==> src/design/dart_pkg.sv <==
package dart_pkg;

	// Default table depth
	localparam int RULE_DEPTH_DEF = 64;

	// Request kinds carried on s_tuser
	localparam logic [1:0] REQ_CHECK  = 2'd0;
	localparam logic [1:0] REQ_APPEND = 2'd1;
	localparam logic [1:0] REQ_CLEAR  = 2'd2;

	// Device type wildcard and the "any number" code
	localparam logic [1:0]  TYPE_ALL = 2'd0;
	localparam logic [31:0] NUM_ANY  = 32'hFFFF_FFFF;

	// Field widths
	localparam int REQ_W    = 2;
	localparam int TYPE_W   = 2;
	localparam int NUM_W    = 32;
	localparam int ACC_W    = 3;
	localparam int COUNT_W  = 7;
	localparam int NUMS_W   = 2 * NUM_W;
	localparam int ATTR_W   = TYPE_W + ACC_W + 1;

	// Stream widths, padded to whole bytes
	localparam int IN_DATA_W  = 72;
	localparam int OUT_DATA_W = 16;

	// Request fields that the match unit compares against
	typedef struct packed {
		logic [TYPE_W-1:0] dev_type;
		logic [NUM_W-1:0]  major;
		logic [NUM_W-1:0]  minor;
		logic [ACC_W-1:0]  access;
	} check_req_t;

	// One stored rule as read back from the tables
	typedef struct packed {
		logic [NUMS_W-1:0] nums;   // major high, minor low
		logic [ATTR_W-1:0] attr;   // allow, access, type
	} rule_t;

endpackage

==> src/design/dart_ram.sv <==
module dart_ram #(
	parameter int WIDTH = 8,
	parameter int DEPTH = 64
) (
	input  logic                                   clk,
	input  logic                                   we,
	input  logic [((DEPTH > 1) ? $clog2(DEPTH) : 1)-1:0] waddr,
	input  logic [WIDTH-1:0]                       wdata,
	input  logic                                   re,
	input  logic [((DEPTH > 1) ? $clog2(DEPTH) : 1)-1:0] raddr,
	output logic [WIDTH-1:0]                       rdata
);

	logic [WIDTH-1:0] mem_q [DEPTH];
	logic [WIDTH-1:0] rdata_q;

	// Single write port, registered read port
	always_ff @(posedge clk) begin
		if (we) begin
			mem_q[waddr] <= wdata;
		end
		if (re) begin
			rdata_q <= mem_q[raddr];
		end
	end

	assign rdata = rdata_q;

endmodule

==> src/design/dart_match.sv <==
module dart_match (
	input  dart_pkg::check_req_t req,
	input  dart_pkg::rule_t      rule,
	output logic                 hit,
	output logic                 allow
);
	import dart_pkg::*;

	logic [TYPE_W-1:0] r_type;
	logic [ACC_W-1:0]  r_acc;
	logic [NUM_W-1:0]  r_major;
	logic [NUM_W-1:0]  r_minor;
	logic              type_ok;
	logic              major_ok;
	logic              minor_ok;
	logic              acc_ok;

	// Unpack the stored rule
	assign r_type  = rule.attr[TYPE_W-1:0];
	assign r_acc   = rule.attr[TYPE_W+ACC_W-1:TYPE_W];
	assign allow   = rule.attr[ATTR_W-1];
	assign r_major = rule.nums[NUMS_W-1:NUM_W];
	assign r_minor = rule.nums[NUM_W-1:0];

	// Wildcards on type and numbers; request access must be a subset of the rule
	assign type_ok  = (r_type == TYPE_ALL) || (r_type == req.dev_type);
	assign major_ok = (r_major == NUM_ANY) || (r_major == req.major);
	assign minor_ok = (r_minor == NUM_ANY) || (r_minor == req.minor);
	assign acc_ok   = ((r_acc & req.access) == req.access);

	assign hit = type_ok && major_ok && minor_ok && acc_ok;

endmodule

==> src/design/device_access_rule_table.sv <==
// Device access rule table: holds an ordered list of up to RULE_DEPTH rules and
// answers one request at a time from the s_ stream (kind on s_tuser). An append,
// a clear, or a check with the table disabled or the list empty goes straight
// from idle to the finish state. Any other check reads the rules back one per
// cycle through the registered read port of the rule memory and compares them in
// a single match unit, the last matching rule deciding (allow when none matches).
// The input is taken again as soon as a request is finished, even while its
// result still waits in the output register. The rule memory needs no clearing
// after reset.
module device_access_rule_table #(
	parameter int RULE_DEPTH = dart_pkg::RULE_DEPTH_DEF
) (
	input  logic                             clk,
	input  logic                             arst_n,
	// Configuration write: bit 0 enabled
	input  logic                             cfg_valid,
	output logic                             cfg_ready,
	input  logic [0:0]                       cfg_data,
	// Requests
	input  logic                             s_tvalid,
	output logic                             s_tready,
	// s_tdata from bit 0: dev_type[2], major[32], minor[32], access[3], rule_allow[1], pad
	input  logic [dart_pkg::IN_DATA_W-1:0]   s_tdata,
	// s_tuser: req_type[2]
	input  logic [dart_pkg::REQ_W-1:0]       s_tuser,
	// Results
	output logic                             m_tvalid,
	input  logic                             m_tready,
	// m_tdata from bit 0: permitted[1], status[1], rule_count[7], pad
	output logic [dart_pkg::OUT_DATA_W-1:0]  m_tdata
);
	import dart_pkg::*;

	localparam int AW = (RULE_DEPTH > 1) ? $clog2(RULE_DEPTH) : 1;
	localparam int CW = $clog2(RULE_DEPTH + 1);

	localparam logic [1:0] ST_IDLE = 2'd0;
	localparam logic [1:0] ST_SCAN = 2'd1;
	localparam logic [1:0] ST_FIN  = 2'd2;

	logic [1:0]        state_q;
	logic              enabled_q;
	logic [CW-1:0]     count_q;
	logic [CW-1:0]     issue_q;
	logic              pend_s1;
	check_req_t        req_q;
	logic              perm_q;
	logic              status_q;
	logic              m_tvalid_q;
	logic              out_perm_q;
	logic              out_status_q;
	logic [COUNT_W-1:0] out_count_q;

	logic              in_acc;
	logic [REQ_W-1:0]  in_req;
	check_req_t        in_fields;
	logic              in_allow;
	logic              full;
	logic              ram_we;
	logic              ram_re;
	rule_t             rule_rd;
	logic              hit;
	logic              hit_allow;
	logic              out_free;

	// Configuration port never stalls
	assign cfg_ready = 1'b1;

	always_ff @(posedge clk or negedge arst_n) begin
		if (!arst_n) begin
			enabled_q <= 1'b0;
		end else if (cfg_valid) begin
			enabled_q <= cfg_data[0];
		end
	end

	// Input unpacking
	assign s_tready           = (state_q == ST_IDLE);
	assign in_acc             = s_tvalid && s_tready;
	assign in_req             = s_tuser;
	assign in_fields.dev_type = s_tdata[1:0];
	assign in_fields.major    = s_tdata[33:2];
	assign in_fields.minor    = s_tdata[65:34];
	assign in_fields.access   = s_tdata[68:66];
	assign in_allow           = s_tdata[69];
	assign full               = (count_q >= CW'(RULE_DEPTH));

	// Append writes straight into the next free entry
	assign ram_we = in_acc && (in_req == REQ_APPEND) && !full;
	assign ram_re = (state_q == ST_SCAN) && (issue_q < count_q);

	dart_ram #(
		.WIDTH (NUMS_W),
		.DEPTH (RULE_DEPTH)
	) u_nums (
		.clk   (clk),
		.we    (ram_we),
		.waddr (count_q[AW-1:0]),
		.wdata ({in_fields.major, in_fields.minor}),
		.re    (ram_re),
		.raddr (issue_q[AW-1:0]),
		.rdata (rule_rd.nums)
	);

	dart_ram #(
		.WIDTH (ATTR_W),
		.DEPTH (RULE_DEPTH)
	) u_attr (
		.clk   (clk),
		.we    (ram_we),
		.waddr (count_q[AW-1:0]),
		.wdata ({in_allow, in_fields.access, in_fields.dev_type}),
		.re    (ram_re),
		.raddr (issue_q[AW-1:0]),
		.rdata (rule_rd.attr)
	);

	// Shared compare unit
	dart_match u_match (
		.req   (req_q),
		.rule  (rule_rd),
		.hit   (hit),
		.allow (hit_allow)
	);

	assign out_free = !m_tvalid_q || m_tready;

	// Sequencer
	always_ff @(posedge clk or negedge arst_n) begin
		if (!arst_n) begin
			state_q <= ST_IDLE;
			count_q <= '0;
			issue_q <= '0;
			pend_s1 <= 1'b0;
		end else begin
			case (state_q)
				ST_IDLE: begin
					pend_s1 <= 1'b0;
					issue_q <= '0;
					if (in_acc) begin
						case (in_req)
							REQ_CHECK: begin
								if (enabled_q && (count_q != '0)) begin
									state_q <= ST_SCAN;
								end else begin
									state_q <= ST_FIN;
								end
							end
							REQ_APPEND: begin
								if (!full) begin
									count_q <= count_q + CW'(1);
								end
								state_q <= ST_FIN;
							end
							REQ_CLEAR: begin
								count_q <= '0;
								state_q <= ST_FIN;
							end
							default: begin
								state_q <= ST_FIN;
							end
						endcase
					end
				end
				ST_SCAN: begin
					pend_s1 <= ram_re;
					if (ram_re) begin
						issue_q <= issue_q + CW'(1);
					end else if (!pend_s1) begin
						state_q <= ST_FIN;
					end
				end
				ST_FIN: begin
					if (out_free) begin
						state_q <= ST_IDLE;
					end
				end
				default: begin
					state_q <= ST_IDLE;
				end
			endcase
		end
	end

	// Request latch and running verdict
	always_ff @(posedge clk) begin
		if (in_acc) begin
			req_q    <= in_fields;
			perm_q   <= (in_req == REQ_CHECK);
			status_q <= (in_req == REQ_APPEND) && full;
		end else if (pend_s1 && hit) begin
			perm_q <= hit_allow;
		end
	end

	// Output register
	always_ff @(posedge clk or negedge arst_n) begin
		if (!arst_n) begin
			m_tvalid_q <= 1'b0;
		end else if ((state_q == ST_FIN) && out_free) begin
			m_tvalid_q <= 1'b1;
		end else if (m_tready) begin
			m_tvalid_q <= 1'b0;
		end
	end

	always_ff @(posedge clk) begin
		if ((state_q == ST_FIN) && out_free) begin
			out_perm_q   <= perm_q;
			out_status_q <= status_q;
			out_count_q  <= COUNT_W'(count_q);
		end
	end

	assign m_tvalid = m_tvalid_q;
	assign m_tdata  = {{(OUT_DATA_W - COUNT_W - 2){1'b0}}, out_count_q, out_status_q,
		out_perm_q};

	// Checks
	a_count_range: assert property (@(posedge clk) disable iff (!arst_n)
		count_q <= CW'(RULE_DEPTH))
		else $error("rule count above table depth");

	a_pend_in_scan: assert property (@(posedge clk) disable iff (!arst_n)
		pend_s1 |-> (state_q == ST_SCAN))
		else $error("rule compare outside of a scan");

	a_no_write_in_scan: assert property (@(posedge clk) disable iff (!arst_n)
		(state_q == ST_SCAN) |-> !ram_we && (issue_q <= count_q))
		else $error("rule table written or overrun during a scan");

	a_full_status: assert property (@(posedge clk) disable iff (!arst_n)
		(m_tvalid && m_tdata[1]) |-> (m_tdata[8:2] == COUNT_W'(RULE_DEPTH)) && !m_tdata[0])
		else $error("full status with a table that is not full");

endmodule

==> config.mk <==
export PLATFORM = sky130hd
export DESIGN_NAME = device_access_rule_table
export DESIGN_NICKNAME = d
export VERILOG_FILES = /design/src/design/dart_pkg.sv /design/src/design/dart_ram.sv /design/src/design/dart_match.sv /design/src/design/device_access_rule_table.sv
export SDC_FILE = /design/constraint.sdc
export NUM_CORES = 2
export LEC_CHECK = 0
export BUFFER_PORTS_ARGS = -buffer_cell sky130_fd_sc_hd__buf_2
export CORE_MARGIN = 2
export CORE_UTILIZATION = 61
export DETAILED_ROUTE_END_ITERATION = 12
export GPL_ROUTABILITY_DRIVEN = 0
export PLACE_DENSITY = 0.77
export SYNTH_ARGS = -nofsm -noshare
export SYNTH_HDL_FRONTEND = slang
export SYNTH_MEMORY_MAX_BITS = 65536
export SYNTH_SLANG_ARGS = --single-unit
==> constraint.sdc <==
create_clock -name clk -period 8.68 [get_ports clk]
set_input_delay 0 -clock clk [delete_from_list [all_inputs] [get_ports clk]]
set_output_delay 0 -clock clk [all_outputs]
set_load 0.005 [all_outputs]
==> metrics.md <==
| Metric | Value |
|---|---|
| Vias in the first global route | `93,795` |
| Proportion of synthesized area in mux cells | `14.18%` |
| Max cap viols | `0` |
| Net total in the final layout | `8,934` |
| Dominant synthesized flop cell | `sky130_fd_sc_hd__edfxtp_1` |
| Reg clk slew, reported paths | `0.06 ns` |
| Worst Reg2Reg Path Length in Cells | `8` |
| Setup repair after global routing missed its margin | `false` |
| Number of buffers on the longest clock path | `4` |
| Clock root buffer master | `sky130_fd_sc_hd__clkbuf_16` |
| Worst endpoint data arrival time | `5.66 ns` |
| Number of endpoints with negative hold slack in the final report | `0` |
| Critical path buffer and inverter count | `2` |
| Total count of max-transition violations in the final report | `0` |
| Master of the slowest instance on the critical path | `sky130_fd_sc_hd__buf_4` |
| Worst min-delay path class | `in2reg` |
| DRC violations left | `0` |
| Clock sinks | `4,649` |
| Worst-path fanout max | `38` |
| VDD IR max | `0.1966 mV` |
| Cells along the critical path | `or2_2 -> nor3b_1 -> and3_1 -> and2_1 -> nand3_1 -> nor2_4 -> buf_4 -> buf_4` |
| Post-Synthesis Cells | `8,490` |
| Xor/xnor cell area share of the yosys netlist | `0.3397%` |
| Overflow after GRT | `0` |
| Kind of cell adding the most delay to the critical path | `simple AND/OR/NAND/NOR gates` |
| Area of all placed cells without fillers | `198,500 sq um` |
| Share of layout cells above drive strength 1 | `20.00%` |
| TritonCTS buffer count | `436` |
| Total stage count of the critical path | `8` |
| Count of distinct cell types in the synthesized netlist | `61` |
| Leakage component of the power | `59.88 nW` |
| Worst-case headroom to the max-slew limit | `5.620%` |
| Standard-cell row count | `198` |
| Run status | `complete, no violations` |
| Part of the cycle the worst path needs | `58.96%` |
| Summed instance area of the synthesized netlist | `177,900 sq um` |
| Fmax | `195.4 MHz` |
| IO Count | `99` |
| H-tree level count | `5` |
| Later-pin clock latency in the skew report | `1.00 ns` |
| Setup_tns | `0 ns` |
| Share of the yosys chip area belonging to registers | `78.42%` |
| Pin count of the biggest net entering global routing | `105` |
| Most frequent cell on the critical path | `sky130_fd_sc_hd__buf_4` |
| Fill cells | `16,830` |
| Number of antenna violations at the first check in global routing | `26` |
| Chip Width | `544.0 microns` |
| Fin Clk Skew | `0.06969 ns` |
| Worst reg2reg setup slack | `3.56 ns` |
| Count of synthesis-stage warnings from yosys | `0` |
| Pin slew with the least headroom to its limit | `1.416 ns` |
| Post-synthesis share of cell area spent on full adders, half adders and majority gates | `0.06330%` |
| HPWL after detailed placement | `261.8 mm` |
| Drt first pass iters | `6` |
| Required arrival time at the worst endpoint | `9.23 ns` |
| Reg-to-Reg Start | `state_q[1]$_DFFE_PN0P_` |
| Count of endpoints failing setup in the final report | `0` |
| Power per unit of standard cell area | `240.4 nW/um^2` |
| Total Routing Usage GR | `35.13%` |
| Synth async-reset ratio | `0.4087%` |
| Ratio of routed vias to standard cells | `7.358` |
| WL/cell | `39.63 microns` |
| Post-synth top area share | `78.16%` |
| Post-synth EDFFs | `4,630` |
| Top cell type by total area after synthesis | `sky130_fd_sc_hd__edfxtp_1` |
| Post-layout min period | `5.118 ns` |
| Drt first-iter violations | `17,428` |
| Post-CTS Repair Setup Buffers | `0` |
| Vias post-DR | `96,595` |
| Worst r2r dst | `u_nums.mem_q[38][34]$_DFFE_PP_` |
| Critical path origin | `state_q[1]$_DFFE_PN0P_` |
| Placed inst area | `183,500 sq um` |
| Area of the die | `296,000 sq um` |
| Die H | `544.0 microns` |
| Dominant combinational cell family by area after synthesis | `multiplexers` |
| TritonCTS clock tree | `built` |
| First-pass GRT wire length | `718.2 mm` |
| Largest cells by area after synthesis | `sky130_fd_sc_hd__edfxtp_1 78%, sky130_fd_sc_hd__mux4_2 10%, sky130_fd_sc_hd__mux2i_1 3.7%, sky130_fd_sc_hd__nand2_1 1.3%, sky130_fd_sc_hd__a22oi_1 0.54%` |
| Worst Setup End Kind | `flop` |
| Type of origin of the critical path | `flop` |
| Area share of and/or/nand/nor cells after synthesis | `1.976%` |
| Area growth syn-to-layout | `11.59%` |
| Crit path to | `u_nums.mem_q[38][34]$_DFFE_PP_` |
| Worst hold start | `s_tuser[0]` |
| Std-Cell Core Area | `290,600 sq um` |
| Yosys reg bits | `4,649` |
| Crit-path max cell delay | `1.02 ns` |
| Number of gates given a new drive strength after cts | `0` |
| Number of buffer cells added on primary ports | `88` |
| Kind of critical path | `reg2reg` |
| Antenna violation net count after detailed routing | `0` |
| Total wire length | `520.2 mm` |
| Area fraction in compound gates after synthesis | `3.561%` |
| Avg Synthesized Cell Area | `20.95 sq um` |
| Starting density of the core | `61.22%` |
-- flip-flops by register name, indices dropped and copies added, names as in the netlist, 2 cells and up --
register,count
req_q,69
u_attr.rdata,6
u_attr.mem_q,384
u_nums.mem_q,4096
count_q,7
issue_q,7
state_q,2
u_nums.rdata,64
out_count_q,7
-- final cells by class --
cell class,count,area [sq um],area share (%)
sequential,4649,139500,70.29
tap,3900,4880,2.458
multi-input combinational,3340,36410,18.34
antenna,11,27.53,0.01387
inverter,18,87.58,0.04412
clock buffer,536,11410,5.748
timing repair buffer,400,3418,1.722
clock inverter,273,2753,1.387
-- layer usage --
metal | up-vias | GRT usage [%] | share of wire, %
met5 | - | 0 | 0.024
met4 | 18 | 18.32 | 6.4
met3 | 1738 | 10.83 | 16
met2 | 9324 | 52.60 | 45
met1 | 49456 | 47.03 | 32
li1 | 36059 | - | -
-- worst min path at each step --
| stage | slack (ns) | end | cells after the start |
|---|---|---|---|
| global placement | -0.01 | enabled_q$_DFFE_PN0P_ | 1 |
| global route | 0.15 | count_q[6]$_DFFE_PN0P_ | 4 |
| CTS | 0.02 | count_q[2]$_DFFE_PN0P_ | 4 |
| finish | 0.12 | count_q[2]$_DFFE_PN0P_ | 4 |
| floorplan | -0.30 | count_q[0]$_DFFE_PN0P_ | 0 |
| detailed placement | -0.01 | enabled_q$_DFFE_PN0P_ | 1 |
-- per-stage QoR --
step | power (mW) | hold slack [ns] | setup WS (ns) | util [%] | std cells
6_report | 47.73 | 0.1248 | 3.562 | 68.31 | 13127
5_1_grt | 48.77 | 0.1487 | 3.394 | 68.30 | 13117
4_1_cts | 47.72 | 0.02146 | 3.628 | 68.30 | 13116
3_5_place_dp | 29.13 | -0.01071 | 3.699 | 63.14 | 12223
3_3_place_gp | 29.03 | -0.01175 | 3.674 | 63.14 | 12223
2_1_floorplan | 28.00 | -0.2956 | 3.433 | - | 8496
-- synthesized netlist by cell type, types with 39 or more instances --
cell type and instances:
sky130_fd_sc_hd__buf_4 85, sky130_fd_sc_hd__xnor2_1 69, sky130_fd_sc_hd__a221oi_1 50, sky130_fd_sc_hd__mux2i_1 663, sky130_fd_sc_hd__buf_2 162, sky130_fd_sc_hd__a21oi_1 158, sky130_fd_sc_hd__mux4_2 819, sky130_fd_sc_hd__o221ai_1 77
sky130_fd_sc_hd__a22oi_1 129, sky130_fd_sc_hd__a31oi_1 40, sky130_fd_sc_hd__a2111oi_0 78, sky130_fd_sc_hd__nor2_1 105, sky130_fd_sc_hd__nand3_1 59, sky130_fd_sc_hd__clkbuf_1 180, sky130_fd_sc_hd__nand2_1 594, sky130_fd_sc_hd__o22ai_1 135
sky130_fd_sc_hd__o21ai_0 96, sky130_fd_sc_hd__edfxtp_1 4630, sky130_fd_sc_hd__buf_1 39
-- placed cells by master, fill, tap and decap left out, types with 50 or more instances in the layout --
master / instances
sky130_fd_sc_hd__edfxtp_1: 4630
sky130_fd_sc_hd__mux4_2: 819
sky130_fd_sc_hd__mux2i_1: 663
sky130_fd_sc_hd__nand2_1: 589
sky130_fd_sc_hd__clkbuf_16: 439
sky130_fd_sc_hd__buf_4: 194
sky130_fd_sc_hd__a21oi_1: 158
sky130_fd_sc_hd__o22ai_1: 135
sky130_fd_sc_hd__a22oi_1: 129
sky130_fd_sc_hd__clkinv_1: 122
sky130_fd_sc_hd__o21ai_0: 96
sky130_fd_sc_hd__clkbuf_1: 91
sky130_fd_sc_hd__buf_2: 88
sky130_fd_sc_hd__dlygate4sd3_1: 84
sky130_fd_sc_hd__o221ai_1: 77
sky130_fd_sc_hd__a2111oi_0: 77
sky130_fd_sc_hd__nor2_4: 69
sky130_fd_sc_hd__xnor2_1: 69
sky130_fd_sc_hd__clkinv_2: 69
sky130_fd_sc_hd__nand3_1: 58
sky130_fd_sc_hd__a221oi_1: 50
-- cells by family (layout without fill, tap and decap cells) --
group / Yosys count / in the layout
mux: 1494 / 1494
simple gates: 852 / 852
buf+inv: 507 / 1227
fa+ha+maj: 9 / 9
other cells: 2 / 19
compound gates: 908 / 908
xor+xnor: 69 / 69
flops: 4649 / 4649
-- power breakdown --
group / switching, mW / internal, mW / total (mW)
Clock: 8.36 / 10.6 / 19.0
Combinational: 2.12 / 1.51 / 3.63
Sequential: 0.200 / 24.9 / 25.2
Total: 10.7 / 37.1 / 47.7
-- worst register-to-register path: stages (launching register included) --
cell	delay [ns]
sky130_fd_sc_hd__dfrtp_1	0.46
sky130_fd_sc_hd__or2_2	0.39
sky130_fd_sc_hd__nor3b_1	0.26
sky130_fd_sc_hd__and3_1	0.44
sky130_fd_sc_hd__and2_1	0.26
sky130_fd_sc_hd__nand3_1	0.68
sky130_fd_sc_hd__nor2_4	0.30
sky130_fd_sc_hd__buf_4	0.79
sky130_fd_sc_hd__buf_4	1.06
-- timing repair --
item / 4_1_cts / 5_1_grt
hold buffers: 84 / 0
setup endpoints to repair: 0 / 0
endpoints found under the hold margin: 4615 / 0
Note: power is estimated with default switching activity, not from simulation.
